`src/rtl/frvr_pkg.sv`:
```
// Shared widths, constants and inter-module structs for the frame interval repeat voter.
// Used by the table, the divider, the top level and the testbench; it depends on nothing else.
`default_nettype none

package frvr_pkg;

   // Field and state widths.
   localparam int STAMP_W = 64;
   localparam int IVAL_W  = 63;
   localparam int COUNT_W = 16;
   localparam int AGE_W   = 4;
   localparam int STEP_W  = 6;

   // Saturation value of the repeat count and the refresh period of the reference.
   localparam logic [COUNT_W-1:0] COUNT_MAX     = 16'hFFFF;
   localparam logic [COUNT_W-1:0] COUNT_ONE     = 16'd1;
   localparam logic [AGE_W-1:0]   REFRESH_LIMIT = 4'd8;

   // Request to the rounding divider.
   typedef struct packed {
      logic              start;
      logic [IVAL_W-1:0] dividend;
      logic [IVAL_W-1:0] divisor;
   } div_req_type;

   // Answer of the rounding divider.
   typedef struct packed {
      logic               done;
      logic [COUNT_W-1:0] count;
   } div_rsp_type;

endpackage

`default_nettype wire

```
`src/rtl/frvr_table.sv`:
```
// Interval table RAM: one write port and one read port with registered read data.
// Depends on frvr_pkg for the entry width.
`default_nettype none

module frvr_table #(
   parameter int DEPTH  = 16,
   parameter int ADDR_W = 4
) (
   input  wire logic                      clock,
   input  wire logic                      wr_en,
   input  wire logic [ADDR_W-1:0]         wr_addr,
   input  wire logic [frvr_pkg::IVAL_W-1:0] wr_data,
   input  wire logic                      rd_en,
   input  wire logic [ADDR_W-1:0]         rd_addr,
   output      logic [frvr_pkg::IVAL_W-1:0] rd_data
);
   import frvr_pkg::*;

   logic [IVAL_W-1:0] mem [DEPTH];
   logic [IVAL_W-1:0] rd_data_ff;

   // Write port.
   always_ff @(posedge clock) begin
      if (wr_en) begin
         mem[wr_addr] <= wr_data;
      end
   end

   // Read port with registered read data.
   always_ff @(posedge clock) begin
      if (rd_en) begin
         rd_data_ff <= mem[rd_addr];
      end
   end

   assign rd_data = rd_data_ff;

endmodule

`default_nettype wire

```
`src/rtl/frvr_div.sv`:
```
// Bit-serial restoring divider that rounds half up and saturates to the count width.
// Depends on frvr_pkg for widths and the request and answer structs.
`default_nettype none

module frvr_div (
   input  wire logic                  clock,
   input  wire logic                  reset,
   input  wire frvr_pkg::div_req_type div_req,
   output      frvr_pkg::div_rsp_type div_rsp
);
   import frvr_pkg::*;

   typedef enum logic [1:0] {
      D_IDLE,
      D_RUN,
      D_ROUND
   } div_state_type;

   div_state_type        state_ff, state_in;
   logic [IVAL_W-1:0]    num_ff, num_in;
   logic [IVAL_W-1:0]    rem_ff, rem_in;
   logic [IVAL_W-1:0]    dvs_ff, dvs_in;
   logic [STEP_W-1:0]    step_ff, step_in;
   logic                 done_ff, done_in;
   logic [COUNT_W-1:0]   count_ff, count_in;

   logic [IVAL_W:0]      shifted;
   logic [IVAL_W+1:0]    trial;
   logic                 round_up;
   logic                 high_bits;

   // One quotient bit per cycle; the quotient shifts into the dividend register.
   assign shifted   = {rem_ff, num_ff[IVAL_W-1]};
   assign trial     = {1'b0, shifted} - {2'b00, dvs_ff};
   assign round_up  = {rem_ff, 1'b0} >= {1'b0, dvs_ff};
   assign high_bits = |num_ff[IVAL_W-1:COUNT_W];

   always_comb begin
      state_in = state_ff;
      num_in   = num_ff;
      rem_in   = rem_ff;
      dvs_in   = dvs_ff;
      step_in  = step_ff;
      done_in  = 1'b0;
      count_in = count_ff;
      unique case (state_ff)
         D_IDLE: begin
            if (div_req.start) begin
               num_in   = div_req.dividend;
               dvs_in   = div_req.divisor;
               rem_in   = '0;
               step_in  = STEP_W'(IVAL_W - 1);
               state_in = D_RUN;
            end
         end
         D_RUN: begin
            if (!trial[IVAL_W+1]) begin
               rem_in = trial[IVAL_W-1:0];
               num_in = {num_ff[IVAL_W-2:0], 1'b1};
            end else begin
               rem_in = shifted[IVAL_W-1:0];
               num_in = {num_ff[IVAL_W-2:0], 1'b0};
            end
            step_in = step_ff - STEP_W'(1);
            if (step_ff == '0) begin
               state_in = D_ROUND;
            end
         end
         D_ROUND: begin
            // Round half up, then clamp to the largest count.
            if (high_bits || (num_ff[COUNT_W-1:0] == COUNT_MAX)) begin
               count_in = COUNT_MAX;
            end else begin
               count_in = num_ff[COUNT_W-1:0] + COUNT_W'(round_up);
            end
            done_in  = 1'b1;
            state_in = D_IDLE;
         end
         default: begin
            state_in = D_IDLE;
         end
      endcase
   end

   always_ff @(posedge clock) begin
      if (reset) begin
         state_ff <= D_IDLE;
         done_ff  <= 1'b0;
      end else begin
         state_ff <= state_in;
         done_ff  <= done_in;
         num_ff   <= num_in;
         rem_ff   <= rem_in;
         dvs_ff   <= dvs_in;
         step_ff  <= step_in;
         count_ff <= count_in;
      end
   end

   assign div_rsp.done  = done_ff;
   assign div_rsp.count = count_ff;

endmodule

`default_nettype wire

```
`src/rtl/frame_interval_repeat_voter.sv`:
```
// Top level of the frame interval repeat voter: sequencer, interval table and divider.
// Depends on frvr_pkg, frvr_table and frvr_div.
//
//   channel  direction  handshake             payload
//   req      in         req_valid/req_ready   req_pts_value   (64 bits, signed)
//   rsp      out        rsp_valid/rsp_ready   rsp_repeat_count (16 bits, unsigned)
//
// A zero, negative or non-increasing timestamp goes from the idle state straight to the finish
// state, and the next beat is taken once the output register has taken its count.
// Any other timestamp steps through the read, diff and test states for each table entry, then
// the update state, the divide state unless the reference is zero, and the finish state; the
// next beat is taken only back in idle: the table is scanned through the single RAM read port,
// and the divider retires one quotient bit per cycle over the 63 bits of the interval.
// Reset is synchronous; the table RAM needs no clearing pass since the fill count guards it.
// A finished beat waits in the output register while the next beat is accepted; a second
// finished beat holds the sequencer, and with it req_ready, until rsp_ready frees the register.
`default_nettype none

module frame_interval_repeat_voter #(
   parameter int TABLE_ENTRIES = 16
) (
   input  wire logic                                 clock,
   input  wire logic                                 reset,
   input  wire logic                                 req_valid,
   output      logic                                 req_ready,
   input  wire logic signed [frvr_pkg::STAMP_W-1:0]  req_pts_value,
   output      logic                                 rsp_valid,
   input  wire logic                                 rsp_ready,
   output      logic [frvr_pkg::COUNT_W-1:0]         rsp_repeat_count
);
   import frvr_pkg::*;

   localparam int FILL_W = $clog2(TABLE_ENTRIES + 1);
   localparam int IDX_W  = (TABLE_ENTRIES > 1) ? $clog2(TABLE_ENTRIES) : 1;

   typedef enum logic [2:0] {
      ST_IDLE,
      ST_READ,
      ST_DIFF,
      ST_TEST,
      ST_UPDATE,
      ST_DIVIDE,
      ST_FINISH
   } state_type;

   state_type           state_ff, state_in;
   logic [IVAL_W-1:0]   prev_ff, prev_in;
   logic [IVAL_W-1:0]   ref_ff, ref_in;
   logic [FILL_W-1:0]   fill_ff, fill_in;
   logic [AGE_W-1:0]    age_ff, age_in;
   logic [IVAL_W-1:0]   d_ff, d_in;
   logic [IVAL_W-1:0]   k_ff, k_in;
   logic [IVAL_W-1:0]   diff_ff, diff_in;
   logic [IVAL_W-1:0]   min_ff, min_in;
   logic [IVAL_W-1:0]   w_ff, w_in;
   logic [IDX_W-1:0]    idx_ff, idx_in;
   logic                found_ff, found_in;
   logic                start_ff, start_in;
   logic [COUNT_W-1:0]  count_ff, count_in;
   logic                rsp_valid_ff, rsp_valid_in;
   logic [COUNT_W-1:0]  rsp_count_ff, rsp_count_in;

   logic                rd_en;
   logic [IVAL_W-1:0]   rd_data;
   logic                wr_en;
   logic [IDX_W-1:0]    wr_addr;
   logic [IVAL_W+2:0]   five_diff;
   logic [IVAL_W+2:0]   twice_k;
   logic                close;
   logic                last_entry;
   logic                insert;
   logic [IVAL_W-1:0]   min_new;
   logic [AGE_W-1:0]    age_next;
   logic                refresh;
   div_req_type         div_req;
   div_rsp_type         div_rsp;

   // Interval table.
   frvr_table #(
      .DEPTH  (TABLE_ENTRIES),
      .ADDR_W (IDX_W)
   ) u_table (
      .clock   (clock),
      .wr_en   (wr_en),
      .wr_addr (wr_addr),
      .wr_data (d_ff),
      .rd_en   (rd_en),
      .rd_addr (idx_ff),
      .rd_data (rd_data)
   );

   // Rounding divider for interval over reference.
   assign div_req.start    = start_ff;
   assign div_req.dividend = d_ff;
   assign div_req.divisor  = w_ff;

   frvr_div u_div (
      .clock   (clock),
      .reset   (reset),
      .div_req (div_req),
      .div_rsp (div_rsp)
   );

   // Tolerance test 5*|d-k| < 2*k, exact in 66 bits.
   assign five_diff  = {1'b0, diff_ff, 2'b00} + {3'b000, diff_ff};
   assign twice_k    = {2'b00, k_ff, 1'b0};
   assign close      = five_diff < twice_k;
   assign last_entry = (FILL_W'(idx_ff) + FILL_W'(1)) == fill_ff;

   // Table insertion and reference refresh.
   assign insert   = !found_ff && (fill_ff < FILL_W'(TABLE_ENTRIES));
   assign min_new  = (insert && (d_ff < min_ff)) ? d_ff : min_ff;
   assign age_next = age_ff + AGE_W'(1);
   assign refresh  = (age_next > REFRESH_LIMIT) || (ref_ff == '0);
   assign wr_addr  = fill_ff[IDX_W-1:0];

   // Sequencer next-state logic.
   always_comb begin
      state_in     = state_ff;
      prev_in      = prev_ff;
      ref_in       = ref_ff;
      fill_in      = fill_ff;
      age_in       = age_ff;
      d_in         = d_ff;
      k_in         = k_ff;
      diff_in      = diff_ff;
      min_in       = min_ff;
      w_in         = w_ff;
      idx_in       = idx_ff;
      found_in     = found_ff;
      start_in     = 1'b0;
      count_in     = count_ff;
      rsp_valid_in = rsp_valid_ff;
      rsp_count_in = rsp_count_ff;
      rd_en        = 1'b0;
      wr_en        = 1'b0;

      if (rsp_valid_ff && rsp_ready) begin
         rsp_valid_in = 1'b0;
      end

      unique case (state_ff)
         ST_IDLE: begin
            if (req_valid) begin
               if ((req_pts_value == '0) || req_pts_value[STAMP_W-1]) begin
                  count_in = COUNT_ONE;
                  state_in = ST_FINISH;
               end else if (req_pts_value[IVAL_W-1:0] <= prev_ff) begin
                  prev_in  = req_pts_value[IVAL_W-1:0];
                  count_in = COUNT_ONE;
                  state_in = ST_FINISH;
               end else begin
                  d_in     = req_pts_value[IVAL_W-1:0] - prev_ff;
                  prev_in  = req_pts_value[IVAL_W-1:0];
                  found_in = 1'b0;
                  min_in   = '1;
                  idx_in   = '0;
                  state_in = (fill_ff == '0) ? ST_UPDATE : ST_READ;
               end
            end
         end
         ST_READ: begin
            rd_en    = 1'b1;
            state_in = ST_DIFF;
         end
         ST_DIFF: begin
            // Entry arrives from the RAM: distance to the interval and running minimum.
            k_in    = rd_data;
            diff_in = (d_ff > rd_data) ? (d_ff - rd_data) : (rd_data - d_ff);
            if (rd_data < min_ff) begin
               min_in = rd_data;
            end
            state_in = ST_TEST;
         end
         ST_TEST: begin
            found_in = found_ff | close;
            idx_in   = idx_ff + IDX_W'(1);
            state_in = last_entry ? ST_UPDATE : ST_READ;
         end
         ST_UPDATE: begin
            wr_en = insert;
            if (insert) begin
               fill_in = fill_ff + FILL_W'(1);
            end
            if (refresh) begin
               age_in = '0;
               ref_in = min_new;
               w_in   = min_new;
            end else begin
               age_in = age_next;
               w_in   = ref_ff;
            end
            if (w_in == '0) begin
               count_in = COUNT_ONE;
               state_in = ST_FINISH;
            end else begin
               start_in = 1'b1;
               state_in = ST_DIVIDE;
            end
         end
         ST_DIVIDE: begin
            if (div_rsp.done) begin
               count_in = div_rsp.count;
               state_in = ST_FINISH;
            end
         end
         ST_FINISH: begin
            // Hand the count to the output register once it is free.
            if (!rsp_valid_ff || rsp_ready) begin
               rsp_valid_in = 1'b1;
               rsp_count_in = count_ff;
               state_in     = ST_IDLE;
            end
         end
         default: begin
            state_in = ST_IDLE;
         end
      endcase
   end

   // State and registered outputs.
   always_ff @(posedge clock) begin
      if (reset) begin
         state_ff     <= ST_IDLE;
         prev_ff      <= '0;
         ref_ff       <= '0;
         fill_ff      <= '0;
         age_ff       <= '0;
         start_ff     <= 1'b0;
         rsp_valid_ff <= 1'b0;
      end else begin
         state_ff     <= state_in;
         prev_ff      <= prev_in;
         ref_ff       <= ref_in;
         fill_ff      <= fill_in;
         age_ff       <= age_in;
         start_ff     <= start_in;
         rsp_valid_ff <= rsp_valid_in;
         d_ff         <= d_in;
         k_ff         <= k_in;
         diff_ff      <= diff_in;
         min_ff       <= min_in;
         w_ff         <= w_in;
         idx_ff       <= idx_in;
         found_ff     <= found_in;
         count_ff     <= count_in;
         rsp_count_ff <= rsp_count_in;
      end
   end

   assign req_ready        = (state_ff == ST_IDLE);
   assign rsp_valid        = rsp_valid_ff;
   assign rsp_repeat_count = rsp_count_ff;

   // The table never holds more entries than it has room for.
   a_fill_bound: assert property (@(posedge clock) disable iff (reset)
      fill_ff <= FILL_W'(TABLE_ENTRIES))
      else $error("table fill exceeds table depth");

   // The refresh counter wraps before it passes the refresh period.
   a_age_bound: assert property (@(posedge clock) disable iff (reset)
      age_ff <= REFRESH_LIMIT)
      else $error("refresh age beyond its period");

   // A reference is set exactly when the table holds an entry.
   a_ref_with_table: assert property (@(posedge clock) disable iff (reset)
      (fill_ff == '0) == (ref_ff == '0))
      else $error("reference and table fill disagree");

   // The divider is never started with a zero divisor.
   a_div_nonzero: assert property (@(posedge clock) disable iff (reset)
      start_ff |-> (w_ff != '0))
      else $error("divider started with zero reference");

endmodule

`default_nettype wire

```
`config.mk`:
```
export PLATFORM = sky130hd
export DESIGN_NAME = frame_interval_repeat_voter
export DESIGN_NICKNAME = d
export VERILOG_FILES = /design/src/rtl/frvr_pkg.sv /design/src/rtl/frvr_table.sv /design/src/rtl/frvr_div.sv /design/src/rtl/frame_interval_repeat_voter.sv
export SDC_FILE = /design/constraint.sdc
export NUM_CORES = 2
export LEC_CHECK = 0
export ABC_AREA = 1
export BUFFER_PORTS_ARGS = -buffer_cell sky130_fd_sc_hd__buf_4
export CORE_MARGIN = 2
export CORE_UTILIZATION = 50
export CTS_BUF_LIST = sky130_fd_sc_hd__clkbuf_2 sky130_fd_sc_hd__clkbuf_4 sky130_fd_sc_hd__clkbuf_8
export CTS_CLUSTER_SIZE = 12
export DETAILED_ROUTE_END_ITERATION = 6
export MAX_ROUTING_LAYER = met4
export PLACE_DENSITY_LB_ADDON = 0.08
export SYNTH_ARGS = -nofsm -noshare
export SYNTH_HDL_FRONTEND = slang
export SYNTH_SLANG_ARGS = --single-unit
```
`constraint.sdc`:
```
create_clock -name clock -period 12.34 [get_ports clock]
set_input_delay 0 -clock clock [delete_from_list [all_inputs] [get_ports clock]]
set_output_delay 0 -clock clock [all_outputs]
set_load 0.02 [all_outputs]
```
# ---- After elaboration in Yosys (flattened, before gate mapping)
# Memories as Yosys holds them, arrays and structs flattened. A register that Yosys moved wholly into a read port is not among the register bits.
# Index checks and enable logic that the tools add are counted.
dict set report word_totals {
  register_bits 706
  latch_bits 0
  ramBits 1008
  mem_bits_ro 0
  input_bits 68
  out_inout_bits 18
  wordCells 157
  n_memories 1
}
dict set report classes {
  add_sub_neg 11
  n_mul 0
  div_mod_pow 0
  order_cmp 8
  n_eq_ne 20
  shifts 0
  muxes 53
  bitwise_logic 5
  n_reduce_logical 36
}
# name words word_bits rd rd_clocked_by_memory_dff wr line_no
set mem_list {}
lappend mem_list {u_table.mem 16 63 1 1 1 frvr_table.sv:19} ;# logic [IVAL_W-1:0] mem [DEPTH];
# op n
set ops {}
lappend ops {{two-way mux 63 bit} 11}
lappend ops {{one-hot mux 63 bit (2 select lines)} 3}
lappend ops {{subtractor 63 bit} 3}
lappend ops {{logical NOT 63 bit} 2}
lappend ops {{< comparator 63 bit} 2}
lappend ops {{two-way mux 16 bit} 5}
lappend ops {{adder 65 x 63 -> 66 bit} 1}
lappend ops {{< comparator 66 x 64 -> 1 bit} 1}
lappend ops {{subtractor 64 x 63 -> 65 bit} 1}
lappend ops {{>= comparator 64 x 63 -> 1 bit} 1}
lappend ops {{logical NOT 64 bit} 1}
lappend ops {{> comparator 63 bit} 1}
lappend ops {{less-or-equal comparator 63 bit} 1}
lappend ops {{one-hot mux 16 bit (3 select lines)} 1}
lappend ops {{OR reduction 47 bit} 1}
lappend ops {{two-way mux 3 bit} 7}
lappend ops {{one-hot mux 3 bit (7 select lines)} 1}
lappend ops {{adder 16 x 1 -> 16 bit} 1}
lappend ops {{== test 16 bit (second input constant)} 1}
lappend ops {{two-way mux 4 bit} 4}
lappend ops {{AND reduction 3 bit} 5}
lappend ops {{!= test 2 bit (second input constant)} 7}
lappend ops {{two-way mux 1 bit} 13}
lappend ops {{one-hot mux 6 bit (2 select lines)} 1}
lappend ops {{other kinds (34)} 58}

# ---- Logic depth before layout (Yosys ltp)
dict set report depth {
  ltp_word 9
  mapped_depth 33
  mapped_depth_nobuf 33
}

# ---- Cells and area by module
# A second synthesis with hierarchy kept.
dict set report hier_totals {
  cells_unflattened 11483
  hier_area_um2 99056.3
}
# mod n_inst cells_each area_each_um2 seq_area_each_um2
set by_module_without_submodules {}
lappend by_module_without_submodules {frvr_table 1 4143 45072.0 32160.8}
lappend by_module_without_submodules {frame_interval_repeat_voter 1 5198 38983.6 13372.8}
lappend by_module_without_submodules {frvr_div 1 2142 15000.6 6396.1}

# ---- Least setup slack after synthesis
# OpenSTA, ideal clock, no wires.
dict set report synth_timing {
  path_type {register to register}
  startpoint {register state_ff[2]}
  endpoint {register diff_ff[0] (enable)}
  setup_time_ns 0.765
  arrival_time_ns 9.038
  required_time_ns 11.575
  setup_slack_ns 2.536
  path_stages_with_launch 4
  path_buffers 0
  synth_period_minus_slack_ns 9.804
  cell_sequence {dfxtp_1 > inv_1 > nand2_1 > nor3_1}
}
dict set report synth_via {
  elab_chain_cells 2
}
# element line_no
set synth_lines {}
lappend synth_lines {{start, declared} frame_interval_repeat_voter.sv:46} ;# state_type state_ff, state_in;
lappend synth_lines {{start signal, assigned} frame_interval_repeat_voter.sv:232} ;# state_ff <= state_in;
lappend synth_lines {{== test 3 x 2 -> 1 bit} frame_interval_repeat_voter.sv:142} ;# unique case (state_ff)
lappend synth_lines {{AND reduction 2 bit (no line)} n/a}
lappend synth_lines {{end signal, assigned} frame_interval_repeat_voter.sv:241} ;# diff_ff <= diff_in;
lappend synth_lines {{end, declared} frame_interval_repeat_voter.sv:53} ;# logic [IVAL_W-1:0] diff_ff, diff_in;
# No other way between the ends.
# A chain may end at the register's enable or synchronous reset.

# ---- Worst setup path in the final report
dict set report layout_timing {
  startpoint {register diff_ff[2]}
  endpoint {register found_ff, data pin}
}
dict set report layout_via {
  elab_chain_cells 4
}
# element line_no
set layout_lines {}
lappend layout_lines {{adder 65 x 63 -> 66 bit} frame_interval_repeat_voter.sv:105} ;# assign five_diff = {1'b0, diff_ff, 2'b00} + {3'b000, diff_ff};
lappend layout_lines {{< comparator 66 x 64 -> 1 bit} frame_interval_repeat_voter.sv:107} ;# assign close = five_diff < twice_k;
lappend layout_lines {{bitwise OR 1 bit} frame_interval_repeat_voter.sv:176} ;# found_in = found_ff | close;
lappend layout_lines {{one-hot mux 1 bit (2 select lines)} frame_interval_repeat_voter.sv:142}
lappend layout_lines {{end signal, assigned} frame_interval_repeat_voter.sv:245} ;# found_ff <= found_in;
lappend layout_lines {{end, declared} frame_interval_repeat_voter.sv:57} ;# logic found_ff, found_in;
# No other way between the ends.

==> results.toml <==
[run_status]
status = "complete, no violations"

[clocking]
h-tree-depth = 5
cts_sinks = 1777
max-clock-path-buffers = 4
cts_resized = 0
postCtsSetupRepairBufs = 0
cts-root-buf = "clkbuf_8"
cts_made_buffers = 316
clk_latency_ps = 1090
clkTransAtPathRegs_ps = 60
cts_tree = "yes"

[yosys]
ys.flop_type = "edfxtp_1"
synthesis.area_um2 = 93030
synth.mux.area_fraction = 0.02968
synth-xor-area-share = 0.02260
synth.distinct_cells = 65
synth_compound_area_frac = 0.1460
yosys.area_share.simple = 0.1033
yosys_warnings = 0
synth_top_family_by_area = "compound AO/OA/AOI/OAI gates"
syn_avg_cell_area_um2 = 10.03
synthAdderAreaFrac = 0.06940
syn_inst = 9279
synth_fp_nets = 9860
synthArstFlopShare = 0
ys_seq_area_frac = 0.5582
synth_edf_count = 1634
ys_ff_latch = 1777

[power_and_ir_drop]
p_total_uw = 19980
p_leak_uw = 0.04167
powerDensity_nw_per_um2 = 190.7
peakVddDrop_mv = 0.1465

[die]
initial_core_util = 0.5022
dieWidth_um = 435.3
fp.coreArea_um2 = 185200
num_rows = 158
ioPinCount = 86
dieArea_um2 = 189500
die_h_um = 435.3

[detailed_routing]
drt_iter0_markers = 7141
avgRoutedWirePerCell_um = 25.05
finalWirelength_mm = 310.9
route.vias.total = 71472
antenna_left = 0
viasPerCell = 5.757
drcViolationCount = 0
first_pass_iters = 6

[layout]
fillers = 16290
finalNetCount = 10281
synthToLayoutAreaGrowth_pct = 12.60
multi_input_area_um2 = 34750
final_util = 0.5655
seqCellArea_um2 = 51930
layout-drive-gt1-share = 0.07832

[hold_path]
worstHoldStart = "req_pts_value[55]"
hold_path_end = "d_ff[55]"
hold_class = "input port to flop"
hold_path_depth = 5

[sta]
slew_headroom = 0.08427
whs_ps = 138.5
tightestPinTransition_ps = 1361
fmax_mhz = 179.3
tns_ps = 0
hold_viol_final = 0
rsz0062_at_grt = "no"
min_period_ps = 5577
setup_viol = 0
drv_slew = 0
period_share = 0.4519
finClkSkew_ps = 97.17

[worst_setup_path]
crit_family = "compound AO/OA/AOI/OAI gates"
regToRegStartpoint = "diff_ff[2]"
worst-path-buf-inv = 0
cp_slowest_stage_delay_ps = 590
cp-start-kind = "flop"
critical_path_arrival_ps = 6350
r2r_cells = 26
reg2reg_slack_ps = 6760
timing.rr.end = "found_ff"
path_max_fanout = 4
crit_top_cell = "nand2_1"
crit_required_ps = 13110
crit_type = "flop to flop"
cp-end-kind = "flop"
worst_path_max_delay_cell = "a21oi_1"

[grt]
grt_overflow = 0
antenna_found_initial = 14
grt_pass1_wl_mm = 452.3
grt_pass1_vias = 69133
track_usage = 0.3315
grt_max_degree = 180

[run]
cap_violations = 0

[place]
port_buffers = 85
place.gp.congestion = 1.011
dp_hpwl_mm = 215.6
-- layer usage --
layer,vias up,track usage,wire [µm]
met3,600,0.04465,21730
li1,33394,-,-
met2,2801,0.5170,143300
met5,-,-,0
met1,34677,0.4423,133200
met4,0,0.1266,12740
-- cell usage in the layout, fill, tap and decap left out, types with 26 or more instances in the layout --
cell type / count
dlygate4sd3_1: 194
xor2_1: 162
nand3_1: 315
clkinv_1: 60
edfxtp_1: 1634
nor2_1: 674
xnor2_1: 78
a31oi_1: 111
inv_1: 1404
a21oi_1: 996
nand4_1: 54
nand2_1: 1100
o21ai_0: 779
clkinv_2: 26
ha_1: 508
o21a_1: 45
nor4_1: 61
nor3_1: 51
o211ai_1: 274
clkbuf_4: 105
buf_4: 211
mux2i_1: 268
clkbuf_8: 326
o21ai_1: 74
dfxtp_1: 143
-- cells in the mapped netlist, types with 162 or more instances --
cell type     n  area [µm²]
edfxtp_1   1634       49070
inv_1      1405        5274
nand2_1    1102        4136
a21oi_1     998        4995
o21ai_0     780        3904
nor2_1      696        2613
ha_1        508        6356
nand3_1     315        1577
o211ai_1    274        2057
mux2i_1     268        2683
clkbuf_1    206       773.2
xor2_1      162        1419
-- where the power goes --
group | internal (µW) | switching (µW) | leakage (µW)
Clock | 2920 | 2420 | 0.00315
Sequential | 7410 | 447 | 0.0158
Combinational | 2070 | 4700 | 0.0227
Total | 12400 | 7580 | 0.0417
-- stage by stage --
stage	setup slack [ps]	instance area (µm²)	cells
2_1_floorplan	2536	93030	9279
3_3_place_gp	6748	96790	11667
3_5_place_dp	6803	96800	11668
4_1_cts	6757	104700	12401
5_1_grt	6442	104700	12410
6_report	6763	104800	12414
-- worst register-to-register path, stage by stage (launching register included) --
cell      delay [ps]
edfxtp_1         420
ha_1             380
a21oi_1          140
nand2_1          100
a21oi_1          310
o21bai_1         160
a21boi_1         260
o21ai_1          210
nand2_1          100
nand2_1          110
a21boi_1         280
o21ai_1          160
a21oi_1          590
xnor2_1          190
ha_1             330
nand2_1           60
or3_1            410
nor4_1           230
nand2_1          150
nand2_1          110
nand2_1           70
nand2_1           70
nand2_1           50
nand2_1           50
nand2_1           40
nand4_1          210
a21oi_1          120
-- timing repair --
item,in CTS,in global routing
endpoints found under the setup margin,0,0
hold buffers,194,0
endpoints found under the hold margin,266,0
-- logic make-up after synthesis --
family	after synthesis
mux	275
flops	1777
xor+xnor	240
simple gates	2321
compound gates	2431
fa+ha+maj	513
buf+inv	1722
-- sequential cells by signal, indices dropped and copies added, names as in the netlist, 2 cells and up --
register and count:
age_ff 4, count_ff 16, d_ff 63, diff_ff 63, fill_ff 5, idx_ff 4
k_ff 63, min_ff 63, prev_ff 63, ref_ff 63, rsp_repeat_count 16, state_ff 3
u_div.count_ff 16, u_div.dvs_ff 63, u_div.num_ff 63, u_div.rem_ff 63, u_div.state_ff 2, u_div.step_ff 6
u_table.mem 1008, u_table.rd_data 63, w_ff 63
-- layout make-up --
class                   count  area share
diodes                     13   0.0003106
clock buffers             431     0.05036
clock inverters           108    0.006749
inverters                1414     0.05080
multi-input cells        5780      0.3317
flip-flops and latches   1777      0.4957
well taps                2480     0.02962
repair buffers            411     0.03472
-- worst max path at each step --
stage	slack, ps	from	depth (start not counted)	to
after floorplan	2540	state_ff[2]	3	diff_ff[0]
after global placement	6750	ref_ff[51]	20	count_ff[1]
after detailed placement	6800	diff_ff[2]	26	found_ff
after CTS	6760	ref_ff[51]	20	count_ff[14]
after global routing	6440	diff_ff[2]	26	found_ff
final	6760	diff_ff[2]	26	found_ff
Power figures use the tool's default switching activity.
